[src/rtl/bytecode_length_framer_core_assert.svh]
// Assertion macros shared by the bytecode length framer modules.
`ifndef BYTECODE_LENGTH_FRAMER_CORE_ASSERT_SVH
`define BYTECODE_LENGTH_FRAMER_CORE_ASSERT_SVH

// Same-cycle implication, checked outside reset.
`define BLF_ASSERT(label, ante, cons) \
  label: assert property (@(posedge clk) disable iff (!rst_n) (ante) |-> (cons)) \
    else $error("bytecode framer same-cycle check failed");

// Next-cycle implication, checked outside reset.
`define BLF_ASSERT_NEXT(label, ante, cons) \
  label: assert property (@(posedge clk) disable iff (!rst_n) (ante) |=> (cons)) \
    else $error("bytecode framer next-cycle check failed");

`endif

[src/rtl/blf_pkg.sv]
// Package with the types, codes and sizes of the bytecode length framer.
package blf_pkg;

  // Operand size table geometry.
  localparam int unsigned TABLE_DEPTH = 256;
  localparam int unsigned TBL_AW      = $clog2(TABLE_DEPTH);

  typedef logic [TBL_AW-1:0] tbl_addr_t;

  // Input commands.
  localparam logic [1:0] CMD_BYTE  = 2'd0;
  localparam logic [1:0] CMD_END   = 2'd1;
  localparam logic [1:0] CMD_TABLE = 2'd2;

  // Result status codes.
  localparam logic [2:0] ST_OK            = 3'd0;
  localparam logic [2:0] ST_END           = 3'd1;
  localparam logic [2:0] ST_TRUNC_OP      = 3'd2;
  localparam logic [2:0] ST_BAD_OP        = 3'd3;
  localparam logic [2:0] ST_TRUNC_OPERAND = 3'd4;

  // Configuration register index (byte address bit 2).
  localparam logic [0:0] REG_OPCODE_COUNT = 1'b0;

  // One result word.
  typedef struct packed {
    logic [2:0]         status;
    logic signed [31:0] opcode;
    logic [31:0]        start_offset;
    logic [31:0]        instr_index;
    logic [7:0]         operand_length;
  } result_t;

  // Size table access from the parser.
  typedef struct packed {
    logic      we;
    tbl_addr_t waddr;
    logic [7:0] wdata;
    tbl_addr_t raddr;
  } ram_req_t;

endpackage

[src/rtl/blf_ram.sv]
// Generic single-write, single-read synchronous RAM with write bypass.
module blf_ram #(
  parameter int unsigned DEPTH = 256,
  parameter int unsigned WIDTH = 8
) (
  input  logic                     clk,
  input  logic                     we,
  input  logic [$clog2(DEPTH)-1:0] waddr,
  input  logic [WIDTH-1:0]         wdata,
  input  logic [$clog2(DEPTH)-1:0] raddr,
  output logic [WIDTH-1:0]         rdata
);

  logic [WIDTH-1:0] mem [DEPTH];
  logic [WIDTH-1:0] rdata_r;

  // Write port.
  always_ff @(posedge clk) begin
    if (we) begin
      mem[waddr] <= wdata;
    end
  end

  // Registered read; a write to the same entry in the same cycle is forwarded.
  always_ff @(posedge clk) begin
    if (we && (waddr == raddr)) begin
      rdata_r <= wdata;
    end else begin
      rdata_r <= mem[raddr];
    end
  end

  assign rdata = rdata_r;

endmodule

[src/rtl/blf_parse.sv]
// Parser state and per-word framing logic of the bytecode length framer.
module blf_parse
  import blf_pkg::*;
(
  input  logic       clk,
  input  logic       rst_n,
  input  logic       accept,
  input  logic [1:0] cmd,
  input  logic [7:0] code_byte,
  input  logic [7:0] table_slot,
  input  logic [7:0] table_operand_bytes,
  input  logic [8:0] opcode_count,
  input  logic [7:0] tbl_rdata,
  output ram_req_t   ram_req,
  output logic       res_valid,
  output result_t    res
);

  `include "bytecode_length_framer_core_assert.svh"

  logic        in_operand_r, in_operand_nxt;
  logic [1:0]  bytes_seen_r, bytes_seen_nxt;
  logic [31:0] word_r, word_nxt;
  logic [7:0]  left_r, left_nxt;
  logic [31:0] offset_r, offset_nxt;
  logic [31:0] start_r, start_nxt;
  logic [31:0] good_r, good_nxt;
  logic [7:0]  len_r, len_nxt;

  // Next-state and result logic for one accepted word.
  always_comb begin
    logic [31:0] word_new;
    logic [31:0] start_new;
    logic        bad;

    in_operand_nxt = in_operand_r;
    bytes_seen_nxt = bytes_seen_r;
    word_nxt       = word_r;
    left_nxt       = left_r;
    offset_nxt     = offset_r;
    start_nxt      = start_r;
    good_nxt       = good_r;
    len_nxt        = len_r;
    res_valid      = 1'b0;
    res            = '0;
    ram_req.we     = 1'b0;
    ram_req.waddr  = tbl_addr_t'(table_slot);
    ram_req.wdata  = table_operand_bytes;

    // Assemble the opcode word, least significant byte first.
    word_new  = (bytes_seen_r == 2'd0) ? 32'd0 : word_r;
    word_new[8*bytes_seen_r +: 8] = code_byte;
    start_new = (bytes_seen_r == 2'd0) ? offset_r : start_r;
    bad = word_new[31] || (word_new >= {23'd0, opcode_count}) ||
          (word_new >= 32'(TABLE_DEPTH));

    if (accept) begin
      case (cmd)
        CMD_TABLE: begin
          ram_req.we = (32'(table_slot) < 32'(TABLE_DEPTH));
        end
        CMD_END: begin
          res_valid   = 1'b1;
          res.instr_index = good_r;
          if (in_operand_r) begin
            res.status         = ST_TRUNC_OPERAND;
            res.opcode         = word_r;
            res.start_offset   = start_r;
            res.operand_length = len_r;
          end else if (bytes_seen_r != 2'd0) begin
            res.status       = ST_TRUNC_OP;
            res.start_offset = start_r;
          end else begin
            res.status       = ST_END;
            res.start_offset = offset_r;
          end
          in_operand_nxt = 1'b0;
          bytes_seen_nxt = 2'd0;
          word_nxt       = 32'd0;
          left_nxt       = 8'd0;
          offset_nxt     = 32'd0;
          start_nxt      = 32'd0;
          good_nxt       = 32'd0;
          len_nxt        = 8'd0;
        end
        CMD_BYTE: begin
          offset_nxt = offset_r + 32'd1;
          if (in_operand_r) begin
            // Operand byte: the last one closes the instruction.
            left_nxt = left_r - 8'd1;
            if (left_r == 8'd1) begin
              in_operand_nxt     = 1'b0;
              res_valid          = 1'b1;
              res.status         = ST_OK;
              res.opcode         = word_r;
              res.start_offset   = start_r;
              res.instr_index    = good_r;
              res.operand_length = len_r;
              good_nxt           = good_r + 32'd1;
            end
          end else begin
            word_nxt       = word_new;
            start_nxt      = start_new;
            bytes_seen_nxt = bytes_seen_r + 2'd1;
            if (bytes_seen_r == 2'd3) begin
              // Opcode complete: check it and take its operand size.
              res.opcode       = word_new;
              res.start_offset = start_new;
              res.instr_index  = good_r;
              if (bad) begin
                res_valid  = 1'b1;
                res.status = ST_BAD_OP;
              end else begin
                len_nxt = tbl_rdata;
                if (tbl_rdata == 8'd0) begin
                  res_valid  = 1'b1;
                  res.status = ST_OK;
                  good_nxt   = good_r + 32'd1;
                end else begin
                  in_operand_nxt = 1'b1;
                  left_nxt       = tbl_rdata;
                end
              end
            end
          end
        end
        default: begin
        end
      endcase
    end

    // The table is read ahead at the low bits of the word being built.
    ram_req.raddr = tbl_addr_t'(word_nxt);
  end

  // Parser state registers.
  always_ff @(posedge clk) begin
    if (!rst_n) begin
      in_operand_r <= 1'b0;
      bytes_seen_r <= 2'd0;
      word_r       <= 32'd0;
      left_r       <= 8'd0;
      offset_r     <= 32'd0;
      start_r      <= 32'd0;
      good_r       <= 32'd0;
      len_r        <= 8'd0;
    end else begin
      in_operand_r <= in_operand_nxt;
      bytes_seen_r <= bytes_seen_nxt;
      word_r       <= word_nxt;
      left_r       <= left_nxt;
      offset_r     <= offset_nxt;
      start_r      <= start_nxt;
      good_r       <= good_nxt;
      len_r        <= len_nxt;
    end
  end

  // While operand bytes are counted, no opcode bytes are held and the count is live.
  `BLF_ASSERT(a_operand_no_opbytes, in_operand_r, bytes_seen_r == 2'd0)
  `BLF_ASSERT(a_operand_left_nz, in_operand_r, left_r != 8'd0)
  `BLF_ASSERT_NEXT(a_ok_bumps_count, res_valid && (res.status == ST_OK),
                   good_r == $past(good_r) + 32'd1)

endmodule

[src/rtl/blf_skid.sv]
// Output register with one skid entry for the result channel.
module blf_skid
  import blf_pkg::*;
(
  input  logic    clk,
  input  logic    rst_n,
  input  logic    push,
  input  result_t push_data,
  input  logic    out_stall,
  output logic    out_valid,
  output result_t out_data,
  output logic    full
);

  `include "bytecode_length_framer_core_assert.svh"

  logic    out_valid_r, out_valid_nxt;
  logic    skid_valid_r, skid_valid_nxt;
  result_t out_data_r, out_data_nxt;
  result_t skid_data_r, skid_data_nxt;

  // Fill the output register first; park in the skid entry while it is held.
  always_comb begin
    logic drain;
    drain          = out_valid_r && !out_stall;
    out_valid_nxt  = out_valid_r;
    skid_valid_nxt = skid_valid_r;
    out_data_nxt   = out_data_r;
    skid_data_nxt  = skid_data_r;
    if (drain || !out_valid_r) begin
      if (skid_valid_r) begin
        out_valid_nxt  = 1'b1;
        out_data_nxt   = skid_data_r;
        skid_valid_nxt = 1'b0;
      end else if (push) begin
        out_valid_nxt = 1'b1;
        out_data_nxt  = push_data;
      end else begin
        out_valid_nxt = 1'b0;
      end
    end else if (push) begin
      skid_valid_nxt = 1'b1;
      skid_data_nxt  = push_data;
    end
  end

  // Control flags.
  always_ff @(posedge clk) begin
    if (!rst_n) begin
      out_valid_r  <= 1'b0;
      skid_valid_r <= 1'b0;
    end else begin
      out_valid_r  <= out_valid_nxt;
      skid_valid_r <= skid_valid_nxt;
    end
  end

  // Payload registers.
  always_ff @(posedge clk) begin
    out_data_r  <= out_data_nxt;
    skid_data_r <= skid_data_nxt;
  end

  assign out_valid = out_valid_r;
  assign out_data  = out_data_r;
  assign full      = skid_valid_r;

  // The skid entry is only used behind a held output word, and blocks new results.
  `BLF_ASSERT(a_skid_behind_out, skid_valid_r, out_valid_r)
  `BLF_ASSERT(a_no_push_when_full, skid_valid_r, !push)
  // A stalled output word stays valid and unchanged.
  `BLF_ASSERT_NEXT(a_out_hold, out_valid_r && out_stall,
                   out_valid_r && (out_data_r == $past(out_data_r)))

endmodule

[src/rtl/bytecode_length_framer_core.sv]
// Bytecode length framer: splits a byte stream into instructions and reports each one.
//
// Input channel (in_valid / in_stall): one command word per cycle unless stalled.
// A code byte command feeds the parser, an end command reports how the stream
// ended and clears the offsets and counters, and a table command loads the
// operand byte count of one opcode into the size table.
// Output channel (out_valid / out_stall): one word per instruction, bad opcode
// or end command, with status, opcode, start offset, index and operand length.
// Throughput is one input word per cycle while in_stall is low. A result is
// registered into the output register, or into the skid entry while that is
// held. The size table RAM is read ahead at the low bits of the opcode being
// assembled, so the lookup is ready when the last opcode byte arrives.
// When out_stall holds a result, one more result parks in a skid entry; in_stall
// is raised while that entry is occupied.
// Reset (synchronous, rst_n low) clears the parser, the counters, the output
// channel and opcode_count. The size table is not cleared: an entry must be
// written before an opcode that uses it is parsed. opcode_count is written via APB at
// byte address 0; the user must do so only while idle, the block does not enforce it.
module bytecode_length_framer_core
  import blf_pkg::*;
(
  input  logic               clk,
  input  logic               rst_n,
  // Input channel.
  input  logic               in_valid,
  output logic               in_stall,
  input  logic [1:0]         in_cmd,
  input  logic [7:0]         in_code_byte,
  input  logic [7:0]         in_table_slot,
  input  logic [7:0]         in_table_operand_bytes,
  // Result channel.
  output logic               out_valid,
  input  logic               out_stall,
  output logic [2:0]         out_status,
  output logic signed [31:0] out_opcode,
  output logic [31:0]        out_start_offset,
  output logic [31:0]        out_instr_index,
  output logic [7:0]         out_operand_length,
  // Configuration port.
  input  logic               psel,
  input  logic               penable,
  input  logic               pwrite,
  input  logic [2:0]         paddr,
  input  logic [31:0]        pwdata,
  output logic [31:0]        prdata,
  output logic               pready
);

  logic [8:0] opcode_count_r;
  logic       accept;
  logic       res_valid;
  result_t    res;
  result_t    out_data;
  ram_req_t   ram_req;
  logic [7:0] tbl_rdata;
  logic       skid_full;

  // Configuration register.
  assign pready = 1'b1;

  always_ff @(posedge clk) begin
    if (!rst_n) begin
      opcode_count_r <= 9'd0;
    end else if (psel && penable && pwrite && (paddr[2:2] == REG_OPCODE_COUNT)) begin
      opcode_count_r <= pwdata[8:0];
    end
  end

  always_comb begin
    unique case (paddr[2:2])
      REG_OPCODE_COUNT: prdata = {23'd0, opcode_count_r};
      default:          prdata = 32'd0;
    endcase
  end

  // Input handshake.
  assign in_stall = skid_full;
  assign accept   = in_valid && !in_stall;

  blf_ram #(
    .DEPTH (TABLE_DEPTH),
    .WIDTH (8)
  ) u_size_table (
    .clk   (clk),
    .we    (ram_req.we),
    .waddr (ram_req.waddr),
    .wdata (ram_req.wdata),
    .raddr (ram_req.raddr),
    .rdata (tbl_rdata)
  );

  blf_parse u_parse (
    .clk                 (clk),
    .rst_n               (rst_n),
    .accept              (accept),
    .cmd                 (in_cmd),
    .code_byte           (in_code_byte),
    .table_slot          (in_table_slot),
    .table_operand_bytes (in_table_operand_bytes),
    .opcode_count        (opcode_count_r),
    .tbl_rdata           (tbl_rdata),
    .ram_req             (ram_req),
    .res_valid           (res_valid),
    .res                 (res)
  );

  blf_skid u_out (
    .clk       (clk),
    .rst_n     (rst_n),
    .push      (res_valid),
    .push_data (res),
    .out_stall (out_stall),
    .out_valid (out_valid),
    .out_data  (out_data),
    .full      (skid_full)
  );

  // Result fields.
  assign out_status         = out_data.status;
  assign out_opcode         = out_data.opcode;
  assign out_start_offset   = out_data.start_offset;
  assign out_instr_index    = out_data.instr_index;
  assign out_operand_length = out_data.operand_length;

endmodule

[config.mk]
export PLATFORM = sky130hd
export DESIGN_NAME = bytecode_length_framer_core
export DESIGN_NICKNAME = d
export VERILOG_FILES = /design/src/rtl/blf_pkg.sv /design/src/rtl/blf_ram.sv /design/src/rtl/blf_parse.sv /design/src/rtl/blf_skid.sv /design/src/rtl/bytecode_length_framer_core.sv
export VERILOG_INCLUDE_DIRS = /design/src /design/src/rtl
export SDC_FILE = /design/constraint.sdc
export NUM_CORES = 2
export LEC_CHECK = 0
export BUFFER_PORTS_ARGS = -buffer_cell sky130_fd_sc_hd__buf_2
export CAP_MARGIN = 10
export CORE_MARGIN = 2
export CORE_UTILIZATION = 35
export DETAILED_ROUTE_END_ITERATION = 10
export HOLD_SLACK_MARGIN = 0.05
export PLACE_DENSITY = 0.48
export SLEW_MARGIN = 20
export SYNTH_ARGS = -nofsm -noshare
export SYNTH_HDL_FRONTEND = slang
export SYNTH_HIERARCHICAL = 1
export SYNTH_SLANG_ARGS = --single-unit
[constraint.sdc]
create_clock -name clk -period 8.3 [get_ports clk]
set_input_delay 1.66 -clock clk [delete_from_list [all_inputs] [get_ports clk]]
set_output_delay 1.66 -clock clk [all_outputs]
set_load 0.01 [all_outputs]
* Word-level counts from Yosys, hierarchy flattened *
Memory sizes are Yosys's and may differ from the RTL's. A register that Yosys moved wholly into a read port is not among the register bits.
Cells that the tools add are included.

cells by class
  $add $sub $neg = 5
  $lt $le $gt $ge = 2
  eq/ne operators = 12
  shift operators = 2
  muxes and demuxes = 61
  bitwise gates (word level) = 3
  reductions and logical operators = 25

operator list
  operator                   count
  $mux W32                   12
  $mux W107                  3
  $pmux W32 S2               4
  $pmux W107 S2              1
  $mux W99                   2
  $mux W104                  1
  $mux W8                    10
  $add A32 B1 Y32 const B    2
  $neg A5 Y34                1
  $shift A8 B34 Y32 const A  1
  $shiftx A8 B34 Y32         1
  $bwmux W32                 1
  $ge A32 B9 Y1              1
  $ge A32 B9 Y1 const B      1
  $pmux W8 S2                2
  $mux W1                    17
  $reduce_and A5 Y1          2
  $mux W9                    1
  $eq A8 B1 Y1 const B       1
  $logic_not A8 Y1           1
  $sub A8 B1 Y8 const B      1
  $mux W2                    3
  $ne A3 B1 Y1 const B       2
  $ne A3 B2 Y1 const B       2
  other kinds (19)           37

storage, ports and cells
  bits in registers = 372
  memory bits (writable) = 2048
  input port bits = 68
  output and inout bits = 142
  logic and storage cells = 133
  memories kept = 1

memory list
  name              words  bits a word  read ports  clocked after Yosys merged registers in  wr ports  line           RTL
  u_size_table.mem  256    8            1           1                                        1         blf_ram.sv:14  logic [WIDTH-1:0] mem [DEPTH];

* Longest topological paths before layout *
  word-level depth = 13
  mapped depth = 18
  mapped depth without buffers = 15

* Modules after synthesis *
The synthesis kept the hierarchy.

modules (own cells, without submodules)
  module                       times used  cells an instance  area an instance (um^2)  sequential area each (um^2)
  blf_ram                      1           3733               79556.3                  61659.1
  blf_parse                    1           1110               8637.0                   2942.8
  blf_skid                     1           341                7872.6                   6466.2
  bytecode_length_framer_core  1           76                 640.6                    180.2

* Least setup slack after synthesis *
No wires, ideal clock.

  path type = input -> register
  start = in in_code_byte[1]
  end = reg u_out.out_data_r (netlist bit u_out/out_data[0]) (enable)
  setup time = 608 ps
  arrival = 8377 ps
  data required time = 7692 ps
  path slack = -685 ps
  stages = 11
  path buffers = 0
  path through = a31oi_1 > inv_1 > ha_1 > a2111oi_0 > o21a_1 > o211ai_1 > nor2_1 > a21oi_1 > o31a_1 > nor2_2 > a21oi_1

between the ends
  longest elaborated chain between the ends = 12
  elaborated cells on any way between the ends = 13
  those cells by class = order compare (2); shift (1); mux (6); reduce/logical (4)

RTL lines
  element                                  line                               RTL
  from (decl)                              bytecode_length_framer_core.sv:28  input logic [7:0] in_code_byte,
  $shiftx A8 B34 Y32 (*)                   blf_parse.sv:52                    word_new[8*bytes_seen_r +: 8] = code_byte;
  $bwmux W32 (*)                           blf_parse.sv:52
  $ge A32 B9 Y1                            blf_parse.sv:54                    bad = word_new[31] || (word_new >= {23'd0, opcode_count}) ||
  $logic_or A1 B1 Y1                       blf_parse.sv:54
  $logic_or A1 B1 Y1 (*)                   blf_parse.sv:54
  $mux W1 (*)                              blf_parse.sv:110                   if (bad) begin
  $mux W1 (*)                              blf_parse.sv:105                   if (bytes_seen_r == 2'd3) begin
  $mux W1 (*)                              blf_parse.sv:88                    if (in_operand_r) begin
  $pmux W1 S2 (*)                          blf_parse.sv:58                    case (cmd)
  $mux W1 (*)                              blf_parse.sv:57                    if (accept) begin
  net res_valid                            bytecode_length_framer_core.sv:51  logic res_valid;
  $reduce_bool A2 Y1 (no source line) (*)  -
  $reduce_and A2 Y1 (no source line) (*)   -
  to (signal assigned)                     blf_skid.sv:60                     out_data_r <= out_data_nxt;
  to (decl)                                blf_skid.sv:19                     result_t out_data_r, out_data_nxt;

The timed path passes the listed nets; every way through them passes the cells marked *.
A chain may end at the register's enable or synchronous reset.

==> key figures <==
Run status
  – Status: completed

Logic synthesis
  – Sequential fraction of the synthesis area: between 70% and 80%
  – Post-synthesis compound-gate area fraction: 4.69%
  – Synth Register Bits: 2428
  – Ys Warns: 6
  – Synth Area in XOR/XNOR: less than 1%
  – Number of flops mapped to enable cells by yosys: 2262
  – Synthesized area per cell: 18.4 sq um
  – Largest cells by area after synthesis: edfxtp_1 (70%), mux4_2 (11%), dfxtp_1 (3.4%), mux2i_1 (1.6%), a22oi_1 (1.5%)
  – Async S/R FF share, synth: 0%
  – Multiplexer share of the synthesized area: 13.5%
  – Synth Flop Type: edfxtp_1
  – Cell Area, Synth: 96700 sq um
  – Yosys top cell by area: edfxtp_1
  – Adder-cell area share of the yosys netlist: 0.233%
  – Post-synthesis simple-gate area fraction: between 5 and 6%
  – Synth top area share: ~70%
  – Unique masters post-synth: 81
  – Synth Instances: 5260
  – Largest family of logic cells by synthesized area: multiplexers

Routing
  – Via count: 49977
  – Residual DRC count: 0
  – Total wire length: 253 mm
  – Number of DRC markers in iteration 0: 4829
  – Drt pass-1 iters: 5
  – Final ANT Viol Nets: 0
  – Wirelength per Cell: 27.1 um
  – DR vias/cell: 5.34

Run
  – Max Cap Viol: 0

Timing
  – Final setup violating endpoints: 0
  – Period utilisation layout: about three quarters
  – RSZ-0062 raised after global routing: no
  – Max_slew headroom: 24.4%
  – Max-slew violations: 0
  – Final Hold Viols: 0
  – Clock period minus worst slack: between 6 and 7 ns
  – Final setup TNS: 0 ns
  – Max Clock Freq: 160 MHz
  – Worst Slack Setup Final: 2.04 ns
  – Worst Tran Pin Value: 1.13 ns
  – Setup Skew: 0.0913 ns

GRT
  – First-pass GRT wire length: 363 mm
  – Vias in the first global route: 50040
  – Grt ovf: 0
  – GRT Total Usage: about 18%
  – Largest net degree at the start of global routing: 145
  – Initial antenna violation count: 24

Die
  – Die area: 281000 sq um
  – FP Rows: 192
  – Die height: roughly 530 um
  – Starting density of the core: 35.3%
  – Die width: 530 um
  – I/O Pins: 210
  – Core ar.: 274000 sq um

Clock tree
  – CTS sink cnt: 2428
  – H-tree depth: 5
  – Clk Tree Root Cell: clkbuf_16
  – CTS Buf Count: 272
  – CTS clk-pin slew, worst paths: 0.06 ns
  – Worst-Skew Late Latency: a little under 0.9 ns
  – Post-CTS Setup Repair Bufs: 0
  – Clk buf depth: 4
  – CTS-repair resized insts: 0
  – CTS tree: done
  – Hold_buf cts: 0

Place
  – Setup WS pre-CTS: 1.93 ns
  – Cells after DPL: 8877
  – HPWL after DPL: between 150 and 200 mm
  – Port bufs: 160
  – Final GP Congestion: 0.796

Cells and area
  – Fillcell total: 24783
  – Core Util, Final: approximately two fifths
  – Layout area overhead: 13.5%
  – Ratio of cells with drive above 1 in the final layout: 22.1%
  – Layout Cells excl Fill: a little over 9000
  – NumNets Final: 5551

Worst setup path
  – WS Path Type: register to register
  – CP Max Fanout: between 60 and 70
  – Crit path DAT: 6.75 ns
  – WP data required: between 8 and 9 ns
  – Crit end category: register
  – Startpoint types: register

Worst hold path
  – Hold crit path type: register to register

Power
  – Leak Pwr: roughly 33 nW
  – PD cells: 238 nW/um^2
  – VDD IR-drop max: 0.133 mV
## path summary, 6_finish.rpt
path / start / to / slack, ns / cells after the start
worst min register to register: u_parse/len_r[6]$_SDFFE_PN0P_ / u_parse/len_r[6]$_SDFFE_PN0P_ / 0.47 / 1
worst max register to register: register / u_out/skid_data_r[55]$_DFFE_PP_ / 2.04 / 15
worst min-delay path: u_parse/len_r[6]$_SDFFE_PN0P_ / u_parse/len_r[6]$_SDFFE_PN0P_ / 0.47 / 1
worst max-delay path: register / u_out/skid_data_r[55]$_DFFE_PP_ / 2.04 / 15
## worst max-delay path, stage by stage, from the launching register on
cell      delay, ns
dfxtp_4        0.79
buf_12         0.39
buf_12         0.31
mux4_2         0.55
a22o_1         0.19
a221oi_1       0.36
o221ai_1       0.21
a211oi_1       0.78
nor4_1         0.10
buf_4          0.21
nor4_1         0.40
nand2_1        0.15
a21oi_1        0.17
o31a_1         0.20
and3_4         0.51
buf_12         0.38
## routing by layer
metal  up-vias  track usage [%]  share of wire [%]
li1      21685                -                  -
met1     26415             25.0                 44
met2      1506             28.3                 47
met3       355             3.27                6.0
met4        16             4.32                2.3
met5         -                0              0.043
## sequential cells by signal, summed over array words and instances (netlist names), named ones only
register and cells:
u_parse/len_r 8, u_out/full 1, u_out/out_data 107, u_parse/in_operand_r 1
u_parse/good_r 32, u_parse/left_r 8, u_parse/offset_r 32, u_parse/word_r 32
u_size_table/mem 2048, u_parse/start_r 32, u_parse/bytes_seen_r 2, u_out/skid_data_r 107
opcode_count_r 9, u_out/out_valid 1
## cell type report
type                    count  area (sq um)  share of cell area, %
repair buffers            284          2000                   1.82
clock inverters           120          1120                   1.02
diodes                      4          10.0                0.00912
well taps                3686          4610                   4.20
flip-flops and latches   2428         71300                   64.9
multi-input cells        2454         23300                   21.3
inverters                  25          93.8                 0.0855
clock buffers             357          7320                   6.67
## metrics by stage
stage               cell area (sq um)  power (mW)  hold WS (ns)
floorplan                       96800        14.4         0.434
global placement               101000        14.8         0.455
detailed placement             101000        14.8         0.456
CTS                            110000        26.5         0.469
global route                   110000        27.0         0.486
finish                         110000        26.1         0.470
## Yosys cell counts (13+ instances only)
cell	number
ha_1	18
a211oi_1	17
nor2_1	341
buf_8	15
nand3_1	73
and2_1	36
clkbuf_1	182
nand4b_1	16
a221oi_1	13
nor4_1	30
o221ai_1	46
mux4_2	454
buf_1	29
buf_6	30
edfxtp_1	2262
a21oi_1	198
nand4_1	29
mux2_4	19
and3_1	49
o22ai_1	35
mux2i_1	153
o211ai_1	16
inv_1	23
xor2_1	22
nand2b_1	36
and4_1	14
or3_1	35
buf_4	67
dfxtp_1	166
o21ai_0	58
buf_2	44
a22oi_1	190
nor2b_1	96
mux2_2	89
nor3_1	36
a22o_1	41
nand2_1	164
## power breakdown
group	internal (mW)	switching, mW
Clock	6.79	4.80
Sequential	13.4	0.0335
Combinational	0.364	0.770
Total	20.5	5.60
## logic make-up after synthesis
kind of cell,Yosys count
other,2
muxes,717
adders and majority gates,18
DFF,2428
AOI/OAI and AO/OA,671
and+or+nand+nor,994
xor gates and xnor gates,30
buffers and inverters,400
## placed cells by master, fill, tap and decap left out, types with 15 or more instances in the layout
| cell | count |
|---|---|
| mux2i_1 | 153 |
| mux4_2 | 454 |
| a211oi_1 | 17 |
| mux2_4 | 19 |
| nor3_1 | 34 |
| o221ai_1 | 46 |
| a22oi_1 | 190 |
| nand4_1 | 29 |
| buf_4 | 109 |
| ha_1 | 18 |
| a22o_1 | 41 |
| o22ai_1 | 35 |
| nor4_1 | 28 |
| nor2_1 | 338 |
| edfxtp_1 | 2262 |
| nor2b_1 | 91 |
| nand2_1 | 163 |
| dfxtp_1 | 160 |
| and3_1 | 48 |
| nand2b_1 | 36 |
| buf_12 | 15 |
| mux2_2 | 89 |
| nand3_1 | 73 |
| o21ai_0 | 57 |
| buf_2 | 152 |
| or3_1 | 35 |
| clkbuf_16 | 279 |
| xor2_1 | 22 |
| and2_1 | 36 |
| bufinv_16 | 18 |
| o211ai_1 | 16 |
| conb_1 | 24 |
| nand4b_1 | 16 |
| clkinv_2 | 24 |
| inv_1 | 23 |
| clkbuf_1 | 73 |
| clkinv_1 | 56 |
| a21oi_1 | 197 |
(Power assumes the default switching activity.)
